==> config.mk <==
export PLATFORM = sky130hd
export DESIGN_NAME = stft_hann_analysis
export DESIGN_NICKNAME = d
export VERILOG_FILES = /design/src/sv/stfth_pkg.sv /design/src/sv/stft_hann_analysis.sv /design/src/sv/stfth_ram.sv /design/src/sv/stfth_engine.sv
export SDC_FILE = /design/constraint.sdc
export NUM_CORES = 2
export LEC_CHECK = 0
export BUFFER_PORTS_ARGS = -buffer_cell sky130_fd_sc_hd__buf_2
export CORE_ASPECT_RATIO = 0.75
export CORE_MARGIN = 3
export CORE_UTILIZATION = 42
export CTS_CLUSTER_DIAMETER = 100
export DETAILED_ROUTE_END_ITERATION = 16
export GPL_TIMING_DRIVEN = 1
export MAX_ROUTING_LAYER = met4
export SLEW_MARGIN = 20
export SYNTH_ARGS = -nofsm -noshare
export SYNTH_HDL_FRONTEND = slang
export SYNTH_HIERARCHICAL = 1
export SYNTH_SLANG_ARGS = --single-unit
==> constraint.sdc <==
create_clock -name clk_i -period 10.92 [get_ports clk_i]
set_input_delay 2.184 -clock clk_i [delete_from_list [all_inputs] [get_ports clk_i]]
set_output_delay 2.184 -clock clk_i [all_outputs]
set_load 0.02 [all_outputs]
==> src/sv/stfth_pkg.sv <==
`timescale 1ns / 1ps
// ----------------------------------------------------------------------------
// STFT Hann analysis package
// Shared widths, the sequencer state type and the engine control struct.
// ----------------------------------------------------------------------------
package stfth_pkg;

  localparam int SAMPLE_W = 16;
  localparam int HOP_W    = 7;
  localparam int BIN_W    = 6;
  localparam int PART_W   = 23;
  localparam int IDX_W    = 6;
  localparam int ACC_W    = 39;

  localparam logic [HOP_W-1:0] HOP_RESET = 7'd32;

  typedef enum logic [1:0] {
    ST_IDLE,
    ST_WIN,
    ST_DFT,
    ST_OUT
  } stfth_state_e;

  // Control for the engine, aligned with the memory read data.
  typedef struct packed {
    logic             win;
    logic             dft;
    logic             clr;
    logic [IDX_W-1:0] idx;
  } stfth_ctl_t;

endpackage

==> src/sv/stft_hann_analysis.sv <==
`timescale 1ns / 1ps
// ----------------------------------------------------------------------------
// STFT Hann analysis
// Short-time Fourier analysis with a periodic Hann window and a direct DFT.
// ----------------------------------------------------------------------------
// Samples enter one item at a time into a ring memory of FRAME entries. Once
// FRAME samples of a signal have arrived, and every hop samples after that,
// the block stops taking samples and works on the frame: a window pass reads
// the ring oldest first, multiplies each sample by the Hann coefficient and
// stores the Q1.15 result in a second memory.
// Then, for each bin 0..FRAME/2, one complex multiply-accumulate unit walks
// the windowed memory at one read per cycle and then loads the output
// register; a finished bin waits until the previous one was taken from the
// output register. That single memory read port sets the throughput. A
// sample that does not complete a frame leaves the block idle and ready for
// the next sample.
// A sample marked last still counts and may fire a frame; the next sample
// starts a new signal. The hop register may be written while the block is
// idle; zero acts as one, and the value takes effect when the next frame
// fires. The ring needs no clearing since a frame never reads stale entries.
// ----------------------------------------------------------------------------
module stft_hann_analysis #(
  parameter int FRAME = 64
) (
  input  logic                                  clk_i,
  input  logic                                  rst_ni,
  input  logic                                  cfg_valid_i,
  output logic                                  cfg_ready_o,
  input  logic [stfth_pkg::HOP_W-1:0]           cfg_data_i,
  input  logic                                  in_valid_i,
  output logic                                  in_stall_o,
  input  logic signed [stfth_pkg::SAMPLE_W-1:0] sample_i,
  input  logic                                  last_sample_i,
  output logic                                  out_valid_o,
  input  logic                                  out_stall_i,
  output logic [stfth_pkg::BIN_W-1:0]           bin_number_o,
  output logic signed [stfth_pkg::PART_W-1:0]   real_part_o,
  output logic signed [stfth_pkg::PART_W-1:0]   imag_part_o,
  output logic                                  frame_done_o
);
  import stfth_pkg::*;

  localparam int AW = $clog2(FRAME);
  localparam int CW = AW + 1;
  localparam int NB = FRAME / 2 + 1;
  localparam logic [CW-1:0] FRAME_C = CW'(FRAME);
  localparam logic [CW-1:0] LAST_BIN = CW'(NB - 1);

  stfth_state_e state_q, state_d;

  logic [HOP_W-1:0] hop_q, hop_d;
  logic [CW-1:0]    fill_q, fill_d;
  logic [HOP_W-1:0] hcd_q, hcd_d;
  logic [AW-1:0]    wp_q, wp_d;
  logic [CW-1:0]    cnt_q, cnt_d;
  logic [CW-1:0]    tw_q, tw_d;
  logic [CW-1:0]    k_q, k_d;
  logic             s1_q, s1_d, s2_q;
  logic [AW-1:0]    s1_idx_q, s1_idx_d, s2_idx_q;
  logic             out_vld_q, out_vld_d;
  logic [BIN_W-1:0] out_bin_q;
  logic signed [PART_W-1:0] out_re_q, out_im_q;
  logic             out_done_q;

  logic in_acc, out_acc, fire, issue, drained, load_out;
  logic [CW-1:0]   fill_inc;
  logic [HOP_W-1:0] hop_m1;
  logic [CW-1:0]   ring_sum, tw_sum;
  logic [AW-1:0]   ring_raddr;
  logic signed [SAMPLE_W-1:0] ring_rdata, vbuf_rdata, rd_data, win_val;
  logic signed [PART_W-1:0]   bin_re, bin_im;
  stfth_ctl_t ctl;

  assign in_acc  = in_valid_i && !in_stall_o;
  assign out_acc = out_valid_o && !out_stall_i;
  assign cfg_ready_o = 1'b1;
  assign in_stall_o  = (state_q != ST_IDLE);

  // Frame timing per accepted sample.
  assign fill_inc = (fill_q < FRAME_C) ? fill_q + 1'b1 : fill_q;
  assign hop_m1   = (hop_q == '0) ? '0 : hop_q - 1'b1;
  assign fire     = in_acc && (fill_inc == FRAME_C) && (hcd_q == '0);

  assign issue    = (state_q == ST_WIN || state_q == ST_DFT) && (cnt_q < FRAME_C);
  assign drained  = (cnt_q == FRAME_C) && !s1_q && !s2_q;
  assign load_out = (state_q == ST_OUT) && (!out_vld_q || out_acc);

  assign ring_sum   = CW'(wp_q) + cnt_q;
  assign ring_raddr = (ring_sum >= FRAME_C) ? AW'(ring_sum - FRAME_C) : AW'(ring_sum);
  assign tw_sum     = tw_q + k_q;

  // Next state.
  always_comb begin
    state_d = state_q;
    unique case (state_q)
      ST_IDLE: if (fire) state_d = ST_WIN;
      ST_WIN:  if (drained) state_d = ST_DFT;
      ST_DFT:  if (drained) state_d = ST_OUT;
      ST_OUT: begin
        if (load_out) state_d = (k_q == LAST_BIN) ? ST_IDLE : ST_DFT;
      end
      default: state_d = ST_IDLE;
    endcase
  end

  // Counters, pointers and output register control.
  always_comb begin
    hop_d     = cfg_valid_i ? cfg_data_i : hop_q;
    fill_d    = fill_q;
    hcd_d     = hcd_q;
    wp_d      = wp_q;
    cnt_d     = cnt_q;
    tw_d      = tw_q;
    k_d       = k_q;
    s1_d      = issue;
    s1_idx_d  = (state_q == ST_WIN) ? cnt_q[AW-1:0] : tw_q[AW-1:0];
    out_vld_d = out_vld_q && !out_acc;
    if (in_acc) begin
      wp_d = (wp_q == AW'(FRAME - 1)) ? '0 : wp_q + 1'b1;
      if (fill_inc == FRAME_C) hcd_d = fire ? hop_m1 : hcd_q - 1'b1;
      fill_d = fill_inc;
      if (last_sample_i) begin
        fill_d = '0;
        hcd_d  = '0;
      end
    end
    if (issue) begin
      cnt_d = cnt_q + 1'b1;
      tw_d  = (tw_sum >= FRAME_C) ? tw_sum - FRAME_C : tw_sum;
    end
    if (fire) cnt_d = '0;
    if (state_q == ST_WIN && drained) begin
      cnt_d = '0;
      tw_d  = '0;
      k_d   = '0;
    end
    if (load_out) begin
      out_vld_d = 1'b1;
      cnt_d     = '0;
      tw_d      = '0;
      k_d       = k_q + 1'b1;
    end
  end

  always_ff @(posedge clk_i or negedge rst_ni) begin
    if (!rst_ni) begin
      state_q   <= ST_IDLE;
      hop_q     <= HOP_RESET;
      fill_q    <= '0;
      hcd_q     <= '0;
      wp_q      <= '0;
      cnt_q     <= '0;
      tw_q      <= '0;
      k_q       <= '0;
      s1_q      <= 1'b0;
      s2_q      <= 1'b0;
      out_vld_q <= 1'b0;
    end else begin
      state_q   <= state_d;
      hop_q     <= hop_d;
      fill_q    <= fill_d;
      hcd_q     <= hcd_d;
      wp_q      <= wp_d;
      cnt_q     <= cnt_d;
      tw_q      <= tw_d;
      k_q       <= k_d;
      s1_q      <= s1_d;
      s2_q      <= s1_q;
      out_vld_q <= out_vld_d;
    end
  end

  always_ff @(posedge clk_i) begin
    s1_idx_q <= s1_idx_d;
    s2_idx_q <= s1_idx_q;
    if (load_out) begin
      out_bin_q  <= BIN_W'(k_q);
      out_re_q   <= bin_re;
      out_im_q   <= bin_im;
      out_done_q <= (k_q == LAST_BIN);
    end
  end

  stfth_ram #(.WIDTH(SAMPLE_W), .DEPTH(FRAME)) u_ring (
    .clk_i   (clk_i),
    .we_i    (in_acc),
    .waddr_i (wp_q),
    .wdata_i (sample_i),
    .raddr_i (ring_raddr),
    .rdata_o (ring_rdata)
  );

  stfth_ram #(.WIDTH(SAMPLE_W), .DEPTH(FRAME)) u_vbuf (
    .clk_i   (clk_i),
    .we_i    (s2_q && state_q == ST_WIN),
    .waddr_i (s2_idx_q),
    .wdata_i (win_val),
    .raddr_i (cnt_q[AW-1:0]),
    .rdata_o (vbuf_rdata)
  );

  assign rd_data = (state_q == ST_WIN) ? ring_rdata : vbuf_rdata;

  always_comb begin
    ctl.win = s1_q && (state_q == ST_WIN);
    ctl.dft = s1_q && (state_q == ST_DFT);
    ctl.clr = (state_q == ST_DFT) && (cnt_q == '0) && !s1_q && !s2_q;
    ctl.idx = IDX_W'(s1_idx_q);
  end

  stfth_engine #(.FRAME(FRAME)) u_engine (
    .clk_i     (clk_i),
    .rst_ni    (rst_ni),
    .ctl_i     (ctl),
    .rd_data_i (rd_data),
    .win_val_o (win_val),
    .re_o      (bin_re),
    .im_o      (bin_im)
  );

  assign out_valid_o  = out_vld_q;
  assign bin_number_o = out_bin_q;
  assign real_part_o  = out_re_q;
  assign imag_part_o  = out_im_q;
  assign frame_done_o = out_done_q;

  assert property (@(posedge clk_i) disable iff (!rst_ni)
    fill_q <= FRAME_C)
    else $error("fill count ran past the frame length");
  assert property (@(posedge clk_i) disable iff (!rst_ni)
    fire |=> state_q == ST_WIN)
    else $error("frame fired without starting the window pass");
  assert property (@(posedge clk_i) disable iff (!rst_ni)
    load_out |-> k_q <= LAST_BIN)
    else $error("bin index beyond the last bin");
  assert property (@(posedge clk_i) disable iff (!rst_ni)
    issue |-> state_q != ST_IDLE && state_q != ST_OUT)
    else $error("memory read issued outside a pass");

endmodule

==> src/sv/stfth_ram.sv <==
`timescale 1ns / 1ps
// ----------------------------------------------------------------------------
// STFT generic RAM
// One write port and one read port, read data registered.
// ----------------------------------------------------------------------------
module stfth_ram #(
  parameter int WIDTH = 16,
  parameter int DEPTH = 64
) (
  input  logic                     clk_i,
  input  logic                     we_i,
  input  logic [$clog2(DEPTH)-1:0] waddr_i,
  input  logic [WIDTH-1:0]         wdata_i,
  input  logic [$clog2(DEPTH)-1:0] raddr_i,
  output logic [WIDTH-1:0]         rdata_o
);

  logic [WIDTH-1:0] mem [DEPTH];
  logic [WIDTH-1:0] rdata_q;

  always_ff @(posedge clk_i) begin
    if (we_i) begin
      mem[waddr_i] <= wdata_i;
    end
    rdata_q <= mem[raddr_i];
  end

  assign rdata_o = rdata_q;

endmodule

==> src/sv/stfth_engine.sv <==
`timescale 1ns / 1ps
// ----------------------------------------------------------------------------
// STFT arithmetic engine
// Window and twiddle tables, the window multiplier and the complex MAC.
// ----------------------------------------------------------------------------
module stfth_engine #(
  parameter int FRAME = 64
) (
  input  logic                                    clk_i,
  input  logic                                    rst_ni,
  input  stfth_pkg::stfth_ctl_t                   ctl_i,
  input  logic signed [stfth_pkg::SAMPLE_W-1:0]   rd_data_i,
  output logic signed [stfth_pkg::SAMPLE_W-1:0]   win_val_o,
  output logic signed [stfth_pkg::PART_W-1:0]     re_o,
  output logic signed [stfth_pkg::PART_W-1:0]     im_o
);
  import stfth_pkg::*;

  localparam int AW = $clog2(FRAME);
  localparam longint HALF_FRAME = FRAME / 2;
  localparam longint TWO_FRAME  = 2 * FRAME;
  localparam longint FOUR_FRAME = 4 * FRAME;
  localparam longint unsigned PI_Q30 = 64'd3373259426;
  localparam longint ONE_Q30 = 64'sd1073741824;
  localparam longint unsigned DIVS [20] = '{1, 2, 12, 30, 56, 90, 132, 182, 240, 306,
                                             380, 462, 552, 650, 756, 870, 992, 1122,
                                             1260, 1406};

  // cos(pi*p/q) in Q30 where q is FRAME, or 2*FRAME when dbl is set.
  function automatic longint cos_pi(input longint p, input bit dbl);
    longint q;
    longint m;
    longint sum;
    longint unsigned x;
    longint unsigned x2;
    longint unsigned term;
    bit neg;
    q = dbl ? TWO_FRAME : longint'(FRAME);
    m = dbl ? p % FOUR_FRAME : p % TWO_FRAME;
    neg = 1'b0;
    if (m < 0) m = m + 2 * q;
    if (m > q) m = 2 * q - m;
    if (2 * m > q) begin
      m = q - m;
      neg = 1'b1;
    end
    if (dbl) x = (PI_Q30 * longint'(m) + FRAME) / TWO_FRAME;
    else     x = (PI_Q30 * longint'(m) + HALF_FRAME) / FRAME;
    x2 = (x * x) >> 30;
    term = ONE_Q30;
    sum = ONE_Q30;
    for (int k = 1; k < 20; k++) begin
      if (term != 0) begin
        term = ((term * x2) >> 30) / DIVS[k];
        if (k[0]) sum = sum - longint'(term);
        else      sum = sum + longint'(term);
      end
    end
    return neg ? -sum : sum;
  endfunction

  function automatic longint win_of(input longint i);
    longint d;
    d = ONE_Q30 - cos_pi(2 * i, 1'b0);
    if (d < 0) d = 0;
    return (d + 16384) >>> 15;
  endfunction

  function automatic longint q15_of(input longint c);
    longint t;
    t = ((c + 2 * ONE_Q30 + 16384) >>> 15) - 65536;
    if (t < -32768) t = -32768;
    if (t > 32767) t = 32767;
    return t;
  endfunction

  logic        [16:0]         win_tab [FRAME];
  logic signed [SAMPLE_W-1:0] cos_tab [FRAME];
  logic signed [SAMPLE_W-1:0] sin_tab [FRAME];

  for (genvar g = 0; g < FRAME; g++) begin : g_tab
    assign win_tab[g] = 17'(win_of(longint'(g)));
    assign cos_tab[g] = 16'(q15_of(cos_pi(2 * longint'(g), 1'b0)));
    assign sin_tab[g] = 16'(q15_of(cos_pi(longint'(FRAME) - 4 * longint'(g), 1'b1)));
  end

  logic [AW-1:0] tidx;
  assign tidx = ctl_i.idx[AW-1:0];

  logic signed [33:0]      win_prod_q;
  logic signed [31:0]      re_prod_q, im_prod_q;
  logic                    mac_vld_q;
  logic signed [ACC_W-1:0] acc_re_q, acc_im_q;
  logic signed [33:0]      win_rnd;
  logic signed [ACC_W-1:0] re_rnd, im_rnd;

  always_ff @(posedge clk_i) begin
    win_prod_q <= rd_data_i * $signed({1'b0, win_tab[tidx]});
    re_prod_q  <= rd_data_i * cos_tab[tidx];
    im_prod_q  <= rd_data_i * sin_tab[tidx];
  end

  always_ff @(posedge clk_i or negedge rst_ni) begin
    if (!rst_ni) begin
      mac_vld_q <= 1'b0;
      acc_re_q  <= '0;
      acc_im_q  <= '0;
    end else begin
      mac_vld_q <= ctl_i.dft;
      if (ctl_i.clr) begin
        acc_re_q <= '0;
        acc_im_q <= '0;
      end else if (mac_vld_q) begin
        acc_re_q <= acc_re_q + ACC_W'(re_prod_q);
        acc_im_q <= acc_im_q - ACC_W'(im_prod_q);
      end
    end
  end

  assign win_rnd   = win_prod_q + 34'sd32768;
  assign win_val_o = win_rnd[31:16];
  assign re_rnd    = acc_re_q + ACC_W'(16384);
  assign im_rnd    = acc_im_q + ACC_W'(16384);
  assign re_o      = re_rnd[37:15];
  assign im_o      = im_rnd[37:15];

  assert property (@(posedge clk_i) disable iff (!rst_ni)
    !(ctl_i.win && ctl_i.dft))
    else $error("engine asked for window and transform at once");
  assert property (@(posedge clk_i) disable iff (!rst_ni)
    ctl_i.clr |-> !mac_vld_q)
    else $error("accumulator cleared while a product is pending");
  assert property (@(posedge clk_i) disable iff (!rst_ni)
    ctl_i.dft |=> mac_vld_q)
    else $error("transform product lost");

endmodule
### After elaboration in Yosys (flattened, before gate mapping)

Memories as Yosys holds them, arrays and structs flattened. A register that Yosys moved wholly into a read port is not among the register bits.
Cells that the tools add are included.

* add/subtract/negate cells: 15
* multiply operators: 3
* $lt $le $gt $ge: 5
* eq/ne operators: 11
* multiplexer cells: 41
* bitwise logic cells: 1
* reduce and logical (&&, ||, !) cells: 35

Operators with widths (number)
* $mux W39: 4
* $mux W7: 16
* $mux W16: 5
* $add A38 B16 Y38 const B: 2
* $mul A16 B16 Y32: 2
* $add A39 B32 Y39: 1
* $sub A39 B32 Y39: 1
* $mux W17: 2
* $add A32 B17 Y32 const B: 1
* $mul A16 B18 Y32: 1
* $add A7 B1 Y7 const B: 3
* $ge A7 B7 Y1 const B: 3
* $logic_not A7 Y1: 3
* $mux W6: 3
* $logic_and A1 B1 Y1: 15
* $eq A7 B7 Y1 const B: 2
* $lt A7 B7 Y1 const B: 2
* $sub A7 B1 Y7 const B: 2
* $mux W2: 5
* $ne A2 B2 Y1 const B: 4
* $pmux W2 S4: 1
* $reduce_bool A2 Y1: 4
* $add A6 B7 Y7: 1
* $add A7 B7 Y7: 1
* other kinds (16): 27

* flip-flop bits (word level): 293
* bits in writable memories: 2048
* ROM bits: 3136
* input port bits: 29
* output and inout port bits: 56
* logic and storage cells: 139
* memories: 5

Memories
* (no name shown): words 64, width 17, read ports 1, clocked after memory_dff 0, write ports 0, line stfth_engine.sv:98 `win_prod_q <= rd_data_i * $signed({1'b0, win_tab[tidx]});`
* (no name shown): words 64, width 16, read ports 1, clocked after memory_dff 0, write ports 0, line stfth_engine.sv:99 `re_prod_q <= rd_data_i * cos_tab[tidx];`
* (no name shown): words 64, width 16, read ports 1, clocked after memory_dff 0, write ports 0, line stfth_engine.sv:100 `im_prod_q <= rd_data_i * sin_tab[tidx];`
* u_ring.mem: words 64, width 16, read ports 1, clocked after memory_dff 1, write ports 1, line stfth_ram.sv:18 `logic [WIDTH-1:0] mem [DEPTH];`
* u_vbuf.mem: words 64, width 16, read ports 1, clocked after memory_dff 1, write ports 1, line stfth_ram.sv:18

### Logic depth before layout (Yosys ltp)

* depth after elaboration: 8
* gate-level depth with buffers: 35
* mapped depth without buffers: 33

### Modules after synthesis

Netlist, hierarchy kept.

Modules (own cells, without submodules)
* stfth_ram: instances 2, cells an instance 1829, area each 40042.2 um2, seq. area each 31069.8 um2
* stfth_engine: instances 1, cells an instance 4563, area each 40294.9 um2, seq. area each 3548.4 um2
* stft_hann_analysis: instances 1, cells an instance 456, area each 5476.5 um2, seq. area each 3134.3 um2

### Least setup slack after synthesis

Ideal clock, no wire load.

* kind: reg2reg
* from: register s1_idx_q[0]
* to: register u_engine.im_prod_q[31]
* library setup time: 74 ps
* arrival: 7798 ps
* data required time: 10846 ps
* slack: 3048 ps
* stages on the path, launching flop included: 32
* path buffers: 2
* clock period less this slack: 7872 ps
* cells stage by stage: dfxtp_1 > inv_1 > ha_1 > buf_2 > or2_2 > nand2_1 > nand2_1 > o21a_1 > mux4_2 > clkbuf_1 > and2_1 > fa_1 > inv_1 > fa_1 > fa_1 > inv_1 > fa_1 > fa_1 > inv_1 > fa_1 > inv_1 > ha_1 > a21o_1 > a211oi_1 > o21ai_0 > a211oi_1 > a211oi_1 > o41ai_1 > a21oi_1 > o21ai_0 > a21oi_1 > a31oi_1

* longest elaborated chain between the ends: 5

Ends and longest elaborated chain
* start, declared: line stft_hann_analysis.sv:59 `logic [AW-1:0] s1_idx_q, s1_idx_d, s2_idx_q;`
* start signal, assigned: line stft_hann_analysis.sv:174 `s1_idx_q <= s1_idx_d;`
* $not A6 Y7 (not written as such): line stfth_engine.sv:100
* $mem_v2 Z64 W16
* $mux W16 (not written as such) (2 in series): line stfth_engine.sv:100
* $mul A16 B16 Y32: line stfth_engine.sv:100
* end signal, assigned: line stfth_engine.sv:100
* end, declared: line stfth_engine.sv:91 `logic signed [31:0] re_prod_q, im_prod_q;`

No other way between the ends. The select of a mux whose other input is x is not followed.
A chain may end at the register's enable or synchronous reset.

### Final worst setup path

* from: register s1_idx_q[1]
* to: register u_engine.im_prod_q[31]

The elaborated chain is that of the path after synthesis.

==> results by group <==
Status
  • Outcome: finished clean

Placement
  • HPWL after detailed placement: 206 mm
  • Setup WS pre-CTS: 1.72 ns
  • Gpl congestion: 0.903
  • Number of port buffers: 83

Yosys
  • Syn avg cell area: 14.5 µm²
  • Synth Cell Area: 0.126 mm²
  • Syn nets: 9825
  • Post-Syn Instances: 8676
  • Syn. warnings: 6

Routing
  • Remaining DRCs: 0
  • DRT Pass-1 Iters: 6
  • Detailed Route WL: 316 mm
  • Vias per cell: 5.57
  • Antenna Nets Post-Route: 0
  • Iter 0 DRT Violations: 7182
  • Routed len/inst: 24.5 µm
  • Via count: 72000

Die
  • Die height: 480 µm
  • Die Width: 638 µm
  • Initial Util: 42.3%
  • # IOs: 85
  • Core area: 0.297 mm²
  • Die area: 0.306 mm²
  • Row count: 173

Worst setup path
  • CP arrival: 10.08 ns
  • CP Data Required Time: 11.67 ns
  • R2R Path End: u_engine/im_prod_q[31]
  • Crit end category: register
  • R2r worst-path depth: 28
  • Critical path type: register to register
  • Crit path buffers/inverters: 5
  • Cell mode on critical path: fa_1
  • R2R Setup Slk: 1.59 ns
  • Worst reg2reg startpoint: s1_idx_q[1]
  • Critical path's slowest cell: dfxtp_1
  • CP delay by family, top: adder cells
  • Cell depth of the worst setup path: 28
  • Worst path max stage delay: 0.79 ns
  • Worst Path Max Fanout: 18
  • CP Launch Type: register

Clock network
  • Number of CTS-inserted buffers: 230
  • TritonCTS clock tree: done
  • Post-CTS Setup Inserts: 0
  • Clock Latency Late Sink: 0.92 ns
  • Htree depth: 4
  • CTS Hold Buffers Added: 0
  • CTS root buf: clkbuf_16
  • Clock Tree Buf Depth: 4
  • CTS resizes: 0
  • CTS sink count: 2355
  • Clock slew at reported path FFs: 0.06 ns

Final layout
  • Synth-to-layout area growth: 10.0%
  • Layout cell share with drive strength beyond 1: 14.9%
  • Nets: 9948
  • Register area: 0.0688 mm²
  • Area occupied by multi-input gates: 0.0517 mm²
  • Filler cells: 25700

STA
  • # setup viols final: 0
  • Period utilization: 85.5%
  • Post-layout min period: 9.33 ns
  • Clock Skew: 0.145 ns
  • Setup slack after layout: 1.59 ns
  • Slew headroom: 23.5%
  • RSZ-0062 raised after global routing: false
  • Setup TNS Final: 0 ns
  • Worst-margin pin slew: 1.15 ns
  • Final hold viol count: 0
  • Final Slew Violations: 0
  • Max Freq: 107 MHz

Global route
  • Met1 global-route usage: 30.5%
  • GRT overflow: 0
  • Largest net degree at the start of global routing: 111
  • First-pass GRT wire length: 483 mm
  • Initial antenna violation count: 7
  • Routing usage on met3: 3.75%
  • Busiest grt layer: met2
  • Vias in the first global route: 74900
  • Met2 Use GR: 32.1%
  • Tot GR Track Use: 21.3%

Power and ir drop
  • Power Density: 128 mW/mm²
  • Pleak: 54.6 nW
  • Peak VDD IR: 0.000142 V
  • Psw: 3.52 mW
  • Combinational power share: 0.6%
  • Clock group share of total power: 44.7%
  • Internal: 14.3 mW
  • Switching portion of total power: 19.8%
  • Reg power frac: 54.7%

Job
  • Max Cap Violations: 0

Worst hold path
  • Worst hold path type: register to register
  • Worst Hold End: s2_q
  • WHS Path Cells: 0
  • Hold path start: s1_q
area by class of cell:
class / count / share of cell area [%]
multi-input combinational: 4994 / 37.3
inverter: 901 / 2.45
timing repair buffer: 317 / 1.59
antenna: 7 / 0.0126
clock buffer: 273 / 4.29
sequential: 2355 / 49.7
clock inverter: 145 / 1.07
tap: 3937 / 3.56
power by group through the flow:
stage               Clock (mW)  Combinational (mW)  Sequential, mW
floorplan                    0             0.00973            9.93
global placement             0              0.0992            9.93
detailed placement           0               0.105            9.93
CTS                       8.14               0.104            9.74
global route              8.48               0.111            9.73
finish                    7.95               0.102            9.74
per-stage QoR:
| stage | hold WS [ns] | cell area (µm²) | instances | utilization, % | total power, mW |
|---|---|---|---|---|---|
| final | 0.412 | 138000 | 12900 | 46.6 | 17.8 |
| after global routing | 0.412 | 138000 | 12900 | 46.6 | 18.3 |
| after CTS | 0.411 | 138000 | 12900 | 46.6 | 18.0 |
| after detailed placement | 0.397 | 131000 | 12500 | 44.1 | 10.0 |
| after global placement | 0.389 | 131000 | 12500 | 44.1 | 10.0 |
| after floorplan | 0.326 | 126000 | 8676 | - | 9.94 |
worst max path at each step:
stage,from,end
4_1_cts,s1_idx_q[1],u_engine/im_prod_q[31]
5_1_grt,s1_idx_q[1],u_engine/im_prod_q[31]
3_3_place_gp,s1_idx_q[0],u_engine/re_prod_q[31]
2_1_floorplan,s1_idx_q[0],u_engine/im_prod_q[31]
3_5_place_dp,s1_idx_q[1],u_engine/im_prod_q[31]
6_report,s1_idx_q[1],u_engine/im_prod_q[31]
cell usage in the layout, fill, tap and decap left out, types with 22 or more instances in the layout:
cell	n
edfxtp_1	2101
inv_1	896
fa_1	735
nand2_1	592
mux4_2	453
ha_1	383
and2_1	367
nor2_1	362
mux2i_1	248
buf_4	232
clkbuf_16	230
a21oi_1	208
nor2b_1	148
xnor2_1	141
o21ai_0	134
dfrtp_1	122
dfxtp_1	121
nand3_1	118
mux2_2	86
a22oi_1	85
a21o_1	82
buf_2	82
xor2_1	69
nand2b_1	69
clkinv_1	48
a31oi_1	47
nand4_1	47
clkinv_2	46
a211oi_1	42
and3_1	42
nor3_1	41
clkbuf_1	40
a221oi_1	37
bufinv_16	27
o21a_1	25
nor2_2	25
a311oi_1	23
o21bai_1	22
sequential cells by signal, summed over array words and instances, names as in the netlist, 7 cells and up:
register and flops:
u_engine/re_prod_q 32, u_vbuf/mem 1024, hcd_q 7, u_engine/win_prod_q 17, u_engine/acc_im_q 38, u_engine/im_prod_q 32, imag_part_o 23, hop_q 7
k_q 7, cnt_q 7, real_part_o 23, fill_q 7, u_ring/mem 1024, u_ring/rdata_o 16, u_vbuf/rdata_o 16, u_engine/acc_re_q 38
layer usage:
layer | vias to the layer above | wire length (µm)
li1 | 31500 | -
met1 | 37700 | 142000
met2 | 2374 | 143000
met3 | 413 | 23400
met4 | 0 | 7180
met5 | - | 0
No activity file was read; power rests on OpenSTA's default activity.
